### src/rtl/core/assert_macros.svh
// ----------------------------------------------------------------------------
// Assertion macros
// Shared concurrent assertion wrappers, clocked on clk_i, held off in reset.
// ----------------------------------------------------------------------------
`ifndef ASSERT_MACROS_SVH
`define ASSERT_MACROS_SVH

// property must hold at every edge outside reset
`define DWS_ASSERT(lbl, prop, msg) \
  lbl: assert property (@(posedge clk_i) disable iff (!rst_ni) (prop)) else $error(msg);

// condition must never be seen outside reset
`define DWS_ASSERT_NEVER(lbl, cond, msg) \
  lbl: assert property (@(posedge clk_i) disable iff (!rst_ni) !(cond)) else $error(msg);

`endif

### src/rtl/core/dws_pkg.sv
// ----------------------------------------------------------------------------
// Daily window scheduler package
// Types, constants and the seconds-of-day helper shared by the scheduler.
// ----------------------------------------------------------------------------
package dws_pkg;

  localparam int unsigned HourW = 5;
  localparam int unsigned MinW  = 6;
  localparam int unsigned SecW  = 6;
  localparam int unsigned DayW  = 17;

  localparam logic [SecW-1:0]  SecPerMin    = 6'd60;
  localparam logic [MinW-1:0]  MinPerHour   = 6'd60;
  localparam logic [HourW-1:0] HoursPerDay  = 5'd24;
  localparam logic [DayW-1:0]  DaySecPerHour = 17'd3600;
  localparam logic [DayW-1:0]  DaySecPerMin  = 17'd60;

  typedef enum logic [1:0] {
    KIND_TICK     = 2'd0,
    KIND_ENABLE   = 2'd1,
    KIND_SET_TIME = 2'd2
  } dws_kind_e;

  typedef enum logic [1:0] {
    CFG_START_HOUR   = 2'd0,
    CFG_START_MINUTE = 2'd1,
    CFG_END_HOUR     = 2'd2,
    CFG_END_MINUTE   = 2'd3
  } dws_cfg_e;

  typedef struct packed {
    logic [HourW-1:0] hour;
    logic [MinW-1:0]  minute;
    logic [SecW-1:0]  second;
  } dws_time_t;

  typedef struct packed {
    logic [HourW-1:0] open_hour;
    logic [MinW-1:0]  start_minute;
    logic [HourW-1:0] close_hour;
    logic [MinW-1:0]  end_minute;
  } dws_window_t;

  function automatic logic [DayW-1:0] day_seconds(input logic [HourW-1:0] h,
                                                  input logic [MinW-1:0]  m,
                                                  input logic [SecW-1:0]  s);
    logic [DayW-1:0] hs;
    logic [DayW-1:0] ms;
    hs = DayW'(h) * DaySecPerHour;
    ms = DayW'(m) * DaySecPerMin;
    return hs + ms + DayW'(s);
  endfunction

endpackage

### src/rtl/core/dws_calc.sv
// ----------------------------------------------------------------------------
// Daily window scheduler time step
// Advances the time of day by one second and tests it against the window.
// ----------------------------------------------------------------------------
module dws_calc (
  input  dws_pkg::dws_time_t   cur_i,
  input  dws_pkg::dws_window_t win_i,
  input  logic                 time_valid_i,
  output dws_pkg::dws_time_t   nxt_o,
  output logic                 in_window_o
);

  logic [dws_pkg::SecW-1:0]  sec_inc;
  logic [dws_pkg::MinW-1:0]  min_inc;
  logic [dws_pkg::HourW-1:0] hour_inc;
  logic [dws_pkg::DayW-1:0]  lo;
  logic [dws_pkg::DayW-1:0]  hi;
  logic [dws_pkg::DayW-1:0]  now;

  assign sec_inc  = cur_i.second + dws_pkg::SecW'(1);
  assign min_inc  = cur_i.minute + dws_pkg::MinW'(1);
  assign hour_inc = cur_i.hour + dws_pkg::HourW'(1);

  always_comb begin
    nxt_o = cur_i;
    if (sec_inc >= dws_pkg::SecPerMin || sec_inc == '0) begin
      nxt_o.second = '0;
      if (min_inc >= dws_pkg::MinPerHour || min_inc == '0) begin
        nxt_o.minute = '0;
        nxt_o.hour   = (hour_inc >= dws_pkg::HoursPerDay) ? '0 : hour_inc;
      end else begin
        nxt_o.minute = min_inc;
      end
    end else begin
      nxt_o.second = sec_inc;
    end
  end

  assign lo  = dws_pkg::day_seconds(win_i.open_hour, win_i.start_minute, '0);
  assign hi  = dws_pkg::day_seconds(win_i.close_hour, win_i.end_minute, '0);
  assign now = dws_pkg::day_seconds(nxt_o.hour, nxt_o.minute, nxt_o.second);

  always_comb begin
    if (!time_valid_i) begin
      in_window_o = 1'b0;
    end else if (lo <= hi) begin
      in_window_o = (now >= lo) && (now <= hi);
    end else begin
      in_window_o = (now >= lo) || (now <= hi);
    end
  end

endmodule

### src/rtl/core/daily_window_scheduler_top.sv
// ----------------------------------------------------------------------------
// Daily window scheduler
// Time-of-day clock that signals entry to and exit from a daily window.
// ----------------------------------------------------------------------------
// Flow: an accepted request is held in the request register until it fires,
//   which applies it and loads any switch event into the output register.
// Throughput: one request per cycle; only a pending event on a stalled
//   output holds the input stage.
// Reset: asynchronous, clears clock, flags, window registers and valids.
module daily_window_scheduler_top (
  input  logic                       clk_i,
  input  logic                       rst_ni,
  input  logic                       in_valid_i,
  output logic                       in_stall_o,
  input  logic [1:0]                 kind_i,
  input  logic                       enable_i,
  input  logic [dws_pkg::HourW-1:0]  set_hour_i,
  input  logic [dws_pkg::MinW-1:0]   set_minute_i,
  input  logic [dws_pkg::SecW-1:0]   set_second_i,
  output logic                       out_valid_o,
  input  logic                       out_stall_i,
  output logic                       switch_on_o,
  input  logic                       cfg_valid_i,
  output logic                       cfg_ready_o,
  input  logic [1:0]                 cfg_index_i,
  input  logic [dws_pkg::MinW-1:0]   cfg_data_i
);

  `include "assert_macros.svh"

  logic                 req_v_q, req_v_d;
  dws_pkg::dws_kind_e   kind_q;
  logic                 enable_q;
  dws_pkg::dws_time_t   set_time_q;

  dws_pkg::dws_window_t win_cfg_q;
  dws_pkg::dws_time_t   time_q, time_d;
  logic                 tvalid_q, tvalid_d;
  logic                 running_q, running_d;
  logic                 active_q, active_d;

  logic                 out_v_q, out_v_d;
  logic                 out_sw_q, out_sw_d;

  dws_pkg::dws_time_t   time_adv;
  logic                 now_in;
  logic                 emit;
  logic                 fire;
  logic                 accept;

  dws_calc u_calc (
    .cur_i        (time_q),
    .win_i        (win_cfg_q),
    .time_valid_i (tvalid_q),
    .nxt_o        (time_adv),
    .in_window_o  (now_in)
  );

  assign emit       = (kind_q == dws_pkg::KIND_TICK) && running_q && (now_in != active_q);
  assign fire       = req_v_q && (!emit || !out_v_q || !out_stall_i);
  assign in_stall_o = req_v_q && !fire;
  assign accept     = in_valid_i && !in_stall_o;
  assign req_v_d    = accept ? 1'b1 : (fire ? 1'b0 : req_v_q);

  assign cfg_ready_o = 1'b1;

  always_comb begin
    time_d    = time_q;
    tvalid_d  = tvalid_q;
    running_d = running_q;
    active_d  = active_q;
    if (fire) begin
      unique case (kind_q)
        dws_pkg::KIND_TICK: begin
          if (running_q) begin
            time_d   = time_adv;
            active_d = now_in;
          end
        end
        dws_pkg::KIND_ENABLE: begin
          running_d = enable_q;
          if (!enable_q) begin
            active_d = 1'b0;
          end
        end
        dws_pkg::KIND_SET_TIME: begin
          time_d   = set_time_q;
          tvalid_d = 1'b1;
        end
        default: begin
        end
      endcase
    end
  end

  always_comb begin
    out_v_d  = out_v_q;
    out_sw_d = out_sw_q;
    if (fire && emit) begin
      out_v_d  = 1'b1;
      out_sw_d = now_in;
    end else if (!out_stall_i) begin
      out_v_d  = 1'b0;
    end
  end

  always_ff @(posedge clk_i or negedge rst_ni) begin
    if (!rst_ni) begin
      req_v_q   <= 1'b0;
      time_q    <= '0;
      tvalid_q  <= 1'b0;
      running_q <= 1'b0;
      active_q  <= 1'b0;
      out_v_q   <= 1'b0;
      win_cfg_q <= '0;
    end else begin
      req_v_q   <= req_v_d;
      time_q    <= time_d;
      tvalid_q  <= tvalid_d;
      running_q <= running_d;
      active_q  <= active_d;
      out_v_q   <= out_v_d;
      if (cfg_valid_i && cfg_ready_o) begin
        unique case (dws_pkg::dws_cfg_e'(cfg_index_i))
          dws_pkg::CFG_START_HOUR:   win_cfg_q.open_hour    <= cfg_data_i[dws_pkg::HourW-1:0];
          dws_pkg::CFG_START_MINUTE: win_cfg_q.start_minute <= cfg_data_i;
          dws_pkg::CFG_END_HOUR:     win_cfg_q.close_hour   <= cfg_data_i[dws_pkg::HourW-1:0];
          dws_pkg::CFG_END_MINUTE:   win_cfg_q.end_minute   <= cfg_data_i;
          default: begin
          end
        endcase
      end
    end
  end

  always_ff @(posedge clk_i) begin
    out_sw_q <= out_sw_d;
    if (accept) begin
      kind_q            <= dws_pkg::dws_kind_e'(kind_i);
      enable_q          <= enable_i;
      set_time_q.hour   <= set_hour_i;
      set_time_q.minute <= set_minute_i;
      set_time_q.second <= set_second_i;
    end
  end

  assign out_valid_o = out_v_q;
  assign switch_on_o = out_sw_q;

  `DWS_ASSERT(a_emit_state, (fire && emit) |=> (out_v_q && out_sw_q == active_q), "bad event")
  `DWS_ASSERT_NEVER(a_active_needs_time, active_q && !tvalid_q, "active without valid time")
  `DWS_ASSERT_NEVER(a_active_needs_run, active_q && !running_q, "active while disabled")

endmodule

### config.mk
export PLATFORM = sky130hd
export DESIGN_NAME = daily_window_scheduler_top
export DESIGN_NICKNAME = d
export VERILOG_FILES = /design/src/rtl/core/dws_pkg.sv /design/src/rtl/core/dws_calc.sv /design/src/rtl/core/daily_window_scheduler_top.sv
export VERILOG_INCLUDE_DIRS = /design/src /design/src/rtl/core
export SDC_FILE = /design/constraint.sdc
export NUM_CORES = 1
export LEC_CHECK = 0
export ABC_CLOCK_PERIOD_IN_PS = 11900
export BUFFER_PORTS_ARGS = -buffer_cell sky130_fd_sc_hd__buf_2
export CORE_UTILIZATION = 50
export DETAILED_ROUTE_END_ITERATION = 7
export PLACE_DENSITY = 0.67
export SETUP_SLACK_MARGIN = 0.5
export SLEW_MARGIN = 20
export SYNTH_ARGS = -nofsm -noshare
export SYNTH_HDL_FRONTEND = slang
export SYNTH_SLANG_ARGS = --single-unit
### constraint.sdc
create_clock -name clk_i -period 11.9 [get_ports clk_i]
set_input_delay 0 -clock clk_i [delete_from_list [all_inputs] [get_ports clk_i]]
set_output_delay 0 -clock clk_i [all_outputs]
set_load 0.02 [all_outputs]
==> impl_metrics.prom, run 1 <==
# TYPE chip_impl_metric gauge
chip_impl_metric{name="worst_ep_arrival_time",unit="ns"} 9.75
chip_impl_info{name="crit_family",value="compound AO/OA/AOI/OAI gates"} 1
chip_impl_metric{name="final_critical_path_setup_slack",unit="ns"} 2.11
chip_impl_metric{name="yosysUniqueCellTypes",unit=""} 72
chip_impl_info{name="whs_endpoint",value="win_cfg_q[18]"} 1
chip_impl_metric{name="cts-resized-gates",unit=""} 0
chip_impl_metric{name="post-place-ws",unit="ns"} 2.17
chip_impl_metric{name="holdPathStages",unit=""} 3
chip_impl_metric{name="route.final.wire_length",unit="µm"} 18000
chip_impl_metric{name="dr.first_iter.drc_count",unit=""} 401
chip_impl_metric{name="fp.dieArea",unit="µm²"} 17700
chip_impl_metric{name="max_stage_delay",unit="ns"} 0.82
chip_impl_info{name="worstHoldPathType",value="input pin to flip-flop"} 1
chip_impl_metric{name="worst-path-max-fanout",unit=""} 20
chip_impl_metric{name="placed_cells",unit=""} 1140
chip_impl_metric{name="mappedNetlistArea",unit="µm²"} 8590
chip_impl_metric{name="yosys_top_cell_area_share",unit=""} 0.255
chip_impl_metric{name="final_layout_size_suffix_gt1_frac",unit=""} 0.104
chip_impl_metric{name="synth.yosys.warnings",unit=""} 0
chip_impl_metric{name="timing.hold.ws",unit="ns"} 0.0829
chip_impl_metric{name="clock-sinks",unit=""} 65
chip_impl_metric{name="overflow",unit=""} 0
chip_impl_info{name="yosysTopAreaCell",value="sky130_fd_sc_hd__ha_1"} 1
chip_impl_info{name="cts_root_buffer",value="sky130_fd_sc_hd__clkbuf_16"} 1
chip_impl_metric{name="antennaDiodeCount",unit=""} 0
chip_impl_metric{name="area.growth.synth_to_final",unit="%"} 11.4
chip_impl_metric{name="syn_nets",unit=""} 1141
chip_impl_metric{name="count_of_antenna_violating_nets_left_after_detailed_routing",unit=""} 0
chip_impl_metric{name="synth.yosys.seq_area_share",unit=""} 0.202
chip_impl_metric{name="start_util",unit=""} 0.514
chip_impl_metric{name="slew-limit-headroom",unit=""} 0.337
chip_impl_metric{name="dr_total_vias",unit=""} 6521
chip_impl_metric{name="timing.clock.skew",unit="ns"} 0.00973
chip_impl_metric{name="post_cts_buffers",unit=""} 0
chip_impl_metric{name="timing.max_cap.violations",unit=""} 0
chip_impl_info{name="result_of_the_run",value="finished clean"} 1
chip_impl_metric{name="clk_pin_slew_worst_paths",unit="ns"} 0.06
chip_impl_metric{name="cts-buffers-inserted",unit=""} 9
chip_impl_metric{name="largest_net_degree_at_the_start_of_global_routing",unit=""} 45
chip_impl_metric{name="clockBufferDepth",unit=""} 2
chip_impl_metric{name="globalplace.congestion",unit=""} 0.859
chip_impl_metric{name="fin_crit_sh",unit=""} 0.822
chip_impl_info{name="cts_tree",value="done"} 1
chip_impl_metric{name="async_flop_share",unit=""} 0.677
chip_impl_metric{name="number_of_antenna_violations_at_the_first_check_in_global_routing",unit=""} 0
chip_impl_info{name="worstSetupEndpointType",value="flip-flop"} 1
chip_impl_info{name="hp-start",value="cfg_index_i[1]"} 1
chip_impl_metric{name="clock.fmax",unit="MHz"} 102
chip_impl_metric{name="die_h",unit="µm"} 133
chip_impl_metric{name="max_slew.worst_pin.slew",unit="ns"} 0.982
chip_impl_metric{name="grt.total_usage",unit=""} 0.216
chip_impl_info{name="critical_path.reg2reg.startpoint",value="time_q[0]"} 1
chip_impl_metric{name="fin_nets",unit=""} 1205
chip_impl_metric{name="min_period",unit="ns"} 9.79
chip_impl_info{name="yosys-top-cells-count",value="sky130_fd_sc_hd__ha_1, sky130_fd_sc_hd__inv_1, sky130_fd_sc_hd__xnor2_1, sky130_fd_sc_hd__a21oi_1, sky130_fd_sc_hd__dfrtp_1"} 1
chip_impl_metric{name="cp.buffers_inverters",unit=""} 0
chip_impl_metric{name="insertion_delay",unit="ns"} 0.34
chip_impl_metric{name="placed_wire_length_estimate_after_detailed_placement",unit="µm"} 14300
chip_impl_metric{name="num_rows",unit=""} 47
chip_impl_metric{name="finalHoldViolations",unit=""} 0
chip_impl_info{name="synth.area.top_cells",value="sky130_fd_sc_hd__ha_1, sky130_fd_sc_hd__dfrtp_1, sky130_fd_sc_hd__fa_1, sky130_fd_sc_hd__edfxtp_1, sky130_fd_sc_hd__xnor2_1"} 1
chip_impl_metric{name="ctsHtreeMaxLevel",unit=""} 3
chip_impl_info{name="start_kind",value="flip-flop"} 1
chip_impl_metric{name="wire_per_inst",unit="µm"} 15.2
chip_impl_info{name="crit_slowest_cell",value="sky130_fd_sc_hd__o41a_1"} 1
chip_impl_metric{name="register_to_register_path_depth",unit=""} 35
chip_impl_metric{name="detail_route.first_pass.iterations",unit=""} 5
chip_impl_metric{name="stdcell_count",unit=""} 1184
chip_impl_metric{name="drt-vias-per-instance",unit=""} 5.51
chip_impl_metric{name="worst-endpoint-required",unit="ns"} 11.86
chip_impl_metric{name="ys_seq_elements",unit=""} 65
chip_impl_metric{name="synth_area_per_cell",unit="µm²"} 9.59
chip_impl_metric{name="synth-edff-count",unit=""} 21
chip_impl_metric{name="timing.setup.tns",unit="ns"} 0
chip_impl_info{name="synth.most_common_cell",value="sky130_fd_sc_hd__ha_1"} 1
chip_impl_metric{name="n_fill_cell",unit=""} 1490
chip_impl_metric{name="chipWidth",unit="µm"} 133
chip_impl_info{name="reg2reg_to",value="set_time_q[9]"} 1
chip_impl_metric{name="detail_route.drc_violations",unit=""} 0
chip_impl_info{name="synth_ff_type",value="sky130_fd_sc_hd__dfrtp_1"} 1
chip_impl_metric{name="rrSetupSlack",unit="ns"} 2.11
chip_impl_metric{name="placement.io_buffers",unit=""} 35
chip_impl_info{name="crit_type",value="flip-flop to flip-flop"} 1
chip_impl_metric{name="core_region_area",unit="µm²"} 16700
chip_impl_metric{name="io_pins",unit=""} 37
chip_impl_metric{name="first_global_vias",unit=""} 6359
chip_impl_metric{name="synth_cells",unit=""} 895
chip_impl_metric{name="setup_viol_count_final",unit=""} 0
chip_impl_metric{name="slew_viol_final",unit=""} 0
chip_impl_metric{name="grt_first_pass_wirelength",unit="µm"} 30600
chip_impl_info{name="rsz0062_at_grt",value="false"} 1
-- tightest hold or removal path: cells and delay by family --
family	cells	cell delay (ns)
and+or+nand+nor	1	0.11
AOI/OAI and AO/OA	1	0.16
buffers and inverters	1	0.10
-- layout make-up --
cell class | count | area [µm²] | area share
repair buffers | 67 | 485 | 0.0507
flip-flops and latches | 65 | 1730 | 0.181
inverters | 124 | 465 | 0.0486
clock inverters | 7 | 75.1 | 0.00785
clock buffers | 9 | 225 | 0.0235
well taps | 220 | 275 | 0.0288
multi-input cells | 692 | 6310 | 0.659
-- cell usage in the layout (no fill, tap or decap), types with 6 or more instances in the layout --
cell,count
sky130_fd_sc_hd__nand3_1,19
sky130_fd_sc_hd__ha_1,175
sky130_fd_sc_hd__nand4_1,7
sky130_fd_sc_hd__inv_1,124
sky130_fd_sc_hd__dlygate4sd3_1,28
sky130_fd_sc_hd__nand2_1,39
sky130_fd_sc_hd__nor2b_1,14
sky130_fd_sc_hd__mux2_2,23
sky130_fd_sc_hd__o21a_1,8
sky130_fd_sc_hd__clkbuf_16,9
sky130_fd_sc_hd__fa_1,38
sky130_fd_sc_hd__xnor2_1,56
sky130_fd_sc_hd__a21oi_1,55
sky130_fd_sc_hd__buf_2,35
sky130_fd_sc_hd__xor2_1,19
sky130_fd_sc_hd__dfrtp_1,44
sky130_fd_sc_hd__a221o_1,12
sky130_fd_sc_hd__nand2b_1,7
sky130_fd_sc_hd__o21bai_1,16
sky130_fd_sc_hd__a221oi_2,6
sky130_fd_sc_hd__nor2_1,34
sky130_fd_sc_hd__nor3_1,11
sky130_fd_sc_hd__edfxtp_1,21
sky130_fd_sc_hd__o21ai_0,27
sky130_fd_sc_hd__a21o_1,28
sky130_fd_sc_hd__and3_1,19
-- per-layer routing --
layer	track usage	share of wire	vias to the layer above
met5	0	0	-
met2	0.356	0.46	95
met3	0.0184	0.025	20
met4	0.0607	0.014	0
li1	-	-	3307
met1	0.301	0.50	3099
-- metrics by stage --
| step | area [µm²] | util |
|---|---|---|
| 2_1_floorplan | 8590 | - |
| 3_3_place_gp | 8990 | 0.538 |
| 3_5_place_dp | 8990 | 0.538 |
| 4_1_cts | 9570 | 0.573 |
| 5_1_grt | 9570 | 0.573 |
| 6_report | 9570 | 0.573 |
-- registers in the layout (all words and copies together) (netlist names) --
signal,cells
switch_on_o,1
out_valid_o,1
running_q,1
win_cfg_q,22
kind_q,2
enable_q,1
time_q,17
active_q,1
set_time_q,17
req_v_q,1
tvalid_q,1
-- what timing repair did --
action,in CTS,in global routing
setup endpoints to repair,0,0
endpoints found under the hold margin,85,0
hold buffers,28,0
-- worst max path at each step --
stage | startpoint | endpoint | slack (ns) | depth (start not counted)
after CTS | time_q[0] | set_time_q[16] | 2.10 | 35
final | time_q[0] | set_time_q[9] | 2.11 | 35
after detailed placement | time_q[0] | set_time_q[14] | 2.17 | 35
after global routing | time_q[0] | set_time_q[9] | 1.31 | 35
after floorplan | time_q[0] | enable_q | 3.31 | 37
after global placement | time_q[0] | set_time_q[16] | 2.51 | 35
-- logic make-up after synthesis --
logic type               synth area share
AO/OA/AOI/OAI                       0.175
XOR/XNOR                           0.0765
adder cells (fa/ha/maj)             0.344
buffers and inverters              0.0635
flip-flops                          0.202
multiplexers                       0.0325
other                            0.000437
AND/OR/NAND/NOR                     0.107
Power of run 1 is left out: the tool's default activity adds up to more than one toggle a clock period on the data nets, which glitch-free logic cannot reach.
==> inputs of run 2 (changes only) <==
--- a/config.mk
+++ b/config.mk
@@ -6,11 +6,11 @@
 export SDC_FILE = /design/constraint.sdc
 export NUM_CORES = 1
 export LEC_CHECK = 0
-export ABC_CLOCK_PERIOD_IN_PS = 11900
+export ABC_CLOCK_PERIOD_IN_PS = 8119
 export BUFFER_PORTS_ARGS = -buffer_cell sky130_fd_sc_hd__buf_2
 export CORE_UTILIZATION = 50
 export DETAILED_ROUTE_END_ITERATION = 7
-export PLACE_DENSITY = 0.67
+export PLACE_DENSITY = 0.69
 export SETUP_SLACK_MARGIN = 0.5
 export SLEW_MARGIN = 20
 export SYNTH_ARGS = -nofsm -noshare
==> constraint.sdc (replaced) <==
create_clock -name clk_i -period 8.12 [get_ports clk_i]
set_input_delay 0 -clock clk_i [delete_from_list [all_inputs] [get_ports clk_i]]
set_output_delay 0 -clock clk_i [all_outputs]
set_load 0.02 [all_outputs]
==> run 2 against run 1 <==
Effect of this change:
- first-iteration DRC count is 1.2% lower
- global-route usage is 1.9 points higher
- final area rose by 11%
- largest cell class unchanged
==> impl_metrics.prom, run 2 (synthesized netlist as in run 1, its figures left out) <==
# TYPE chip_impl_metric gauge
chip_impl_metric{name="core_region_area",unit="µm²"} 16700
chip_impl_metric{name="worst-endpoint-required",unit="ns"} 8.21
chip_impl_metric{name="route.final.wire_length",unit="µm"} 20400
chip_impl_metric{name="timing.clock.skew",unit="ns"} 0.00909
chip_impl_metric{name="cts-buffers-inserted",unit=""} 9
chip_impl_metric{name="start_util",unit=""} 0.514
chip_impl_metric{name="layout.cell_area.non_filler",unit="µm²"} 10600
chip_impl_metric{name="ctsHtreeMaxLevel",unit=""} 3
chip_impl_metric{name="num_rows",unit=""} 47
chip_impl_metric{name="setup_viol_count_final",unit=""} 0
chip_impl_metric{name="detailed_place.area",unit="µm²"} 9340
chip_impl_metric{name="wire_per_inst",unit="µm"} 16.2
chip_impl_metric{name="finalHoldViolations",unit=""} 0
chip_impl_metric{name="die_h",unit="µm"} 133
chip_impl_metric{name="finalCoreUtilization",unit=""} 0.637
chip_impl_metric{name="detail_route.drc_violations",unit=""} 0
chip_impl_metric{name="fin_crit_sh",unit=""} 0.969
chip_impl_metric{name="overflow",unit=""} 0
chip_impl_metric{name="fp.dieArea",unit="µm²"} 17700
chip_impl_metric{name="clockBufferDepth",unit=""} 2
chip_impl_info{name="most_common_cell_after_layout_fill_and_taps_aside",value="sky130_fd_sc_hd__ha_1"} 1
chip_impl_metric{name="dr.first_iter.drc_count",unit=""} 396
chip_impl_info{name="rsz0062_at_grt",value="true"} 1
chip_impl_metric{name="globalplace.congestion",unit=""} 0.868
chip_impl_metric{name="first_global_vias",unit=""} 7028
chip_impl_metric{name="fin_nets",unit=""} 1277
chip_impl_metric{name="min_period",unit="ns"} 7.87
chip_impl_metric{name="timing.setup.tns",unit="ns"} 0
chip_impl_metric{name="placed_cells",unit=""} 1169
chip_impl_metric{name="chipWidth",unit="µm"} 133
chip_impl_metric{name="clock.fmax",unit="MHz"} 127
chip_impl_metric{name="stdcell_count",unit=""} 1256
chip_impl_metric{name="number_of_antenna_violations_at_the_first_check_in_global_routing",unit=""} 0
chip_impl_metric{name="rrSetupSlack",unit="ns"} 0.25
chip_impl_metric{name="insertion_delay",unit="ns"} 0.34
chip_impl_metric{name="grt_first_pass_wirelength",unit="µm"} 33300
chip_impl_info{name="start_kind",value="flip-flop"} 1
chip_impl_metric{name="area.growth.synth_to_final",unit="%"} 23.9
chip_impl_metric{name="detail_route.first_pass.iterations",unit=""} 6
chip_impl_metric{name="antennaDiodeCount",unit=""} 0
chip_impl_metric{name="worst_ep_arrival_time",unit="ns"} 7.96
chip_impl_info{name="crit_slowest_cell",value="sky130_fd_sc_hd__fa_1"} 1
chip_impl_metric{name="slew_viol_final",unit=""} 0
chip_impl_metric{name="clk_pin_slew_worst_paths",unit="ns"} 0.06
chip_impl_info{name="top_regs",value="win_cfg_q (22), set_time_q (17), time_q (17)"} 1
chip_impl_metric{name="dr_total_vias",unit=""} 7067
chip_impl_info{name="registers.top_by_ff_count",value="win_cfg_q"} 1
chip_impl_metric{name="grt.total_usage",unit=""} 0.234
chip_impl_metric{name="placed_wire_length_estimate_after_detailed_placement",unit="µm"} 14800
chip_impl_info{name="crit_type",value="flip-flop to flip-flop"} 1
chip_impl_metric{name="largest_net_degree_at_the_start_of_global_routing",unit=""} 45
chip_impl_info{name="worstSetupEndpointType",value="flip-flop"} 1
chip_impl_metric{name="worst-path-max-fanout",unit=""} 5
chip_impl_metric{name="placement.io_buffers",unit=""} 35
chip_impl_metric{name="count_of_antenna_violating_nets_left_after_detailed_routing",unit=""} 0
chip_impl_info{name="critical-path-top-cell-by-count",value="sky130_fd_sc_hd__a21oi_2"} 1
chip_impl_metric{name="slew-limit-headroom",unit=""} 0.285
chip_impl_info{name="cts_tree",value="done"} 1
chip_impl_metric{name="drt-vias-per-instance",unit=""} 5.63
chip_impl_info{name="mostFrequentLayoutCells",value="sky130_fd_sc_hd__ha_1, sky130_fd_sc_hd__inv_1, sky130_fd_sc_hd__buf_4"} 1
chip_impl_metric{name="n_fill_cell",unit=""} 1324
chip_impl_info{name="result_of_the_run",value="finished clean"} 1
chip_impl_info{name="worstHoldPathType",value="input pin to flip-flop"} 1
chip_impl_metric{name="max_slew.worst_pin.slew",unit="ns"} 1.07
chip_impl_metric{name="clock-sinks",unit=""} 65
chip_impl_info{name="cts_root_buffer",value="sky130_fd_sc_hd__clkbuf_16"} 1
chip_impl_metric{name="max_stage_delay",unit="ns"} 0.47
chip_impl_metric{name="final_layout_size_suffix_gt1_frac",unit=""} 0.227
chip_impl_metric{name="io_pins",unit=""} 37
chip_impl_metric{name="largest_reg_flops",unit=""} 22
chip_impl_metric{name="timing.max_cap.violations",unit=""} 0
## run 2: cell count changes in the layout (fill, tap and decap cells not counted), sizes merged
cell and delta:
buf +69, o41a +3
## run 2: timing repair
item,in CTS,in global routing
endpoints found under the hold margin,87,0
gates cloned,2,1
setup buffers,24,16
endpoints found under the setup margin,41,43
resized for setup,35,36
hold buffers,28,0
pin swaps,29,32
## run 2: path summary, 6_finish.rpt
path | end | startpoint | cells after the start
setup / recovery | set_time_q[14] | time_q[1] | 38
hold / removal | win_cfg_q[18] | cfg_index_i[1] | 3
setup reg to reg | set_time_q[14] | time_q[1] | 38
hold reg to reg | running_q | enable_q | 1
max in group asynchronous | time_q[10] | rst_ni | 2
min in group asynchronous | win_cfg_q[20] | rst_ni | 2
## run 2: cell type report
type	count	area, µm²	share of cell area
sequential	65	1740	0.163
multi-input combinational	695	6790	0.638
clock buffer	9	225	0.0212
clock inverter	7	75.1	0.00706
tap	220	275	0.0259
inverter	124	465	0.0438
timing repair buffer	136	1070	0.100
## run 2: layer usage
| metal | global-route usage | part of all wire |
|---|---|---|
| met5 | 0 | 0 |
| met4 | 0.0702 | 0.019 |
| met3 | 0.0272 | 0.041 |
| met2 | 0.393 | 0.47 |
| met1 | 0.317 | 0.47 |
## run 2: metrics by stage
stage / setup WS [ns] / hold slack [ns]
2_1_floorplan: 0.363 / -0.296
3_3_place_gp: 0.0895 / 0.176
3_5_place_dp: -0.0681 / 0.178
4_1_cts: 0.275 / 0.0726
5_1_grt: -0.138 / 0.119
6_report: 0.255 / 0.0770
## run 2: worst max-delay path, delay by kind of cell (launching register included)
family | cells | cell delay [ns]
and+or+nand+nor | 11 | 1.34
buffers and inverters | 1 | 0.16
xor gates and xnor gates | 3 | 0.50
AOI/OAI and AO/OA | 16 | 2.98
adders and majority gates | 7 | 2.14
DFF | 1 | 0.45
Power of run 2 is left out for the same reason.
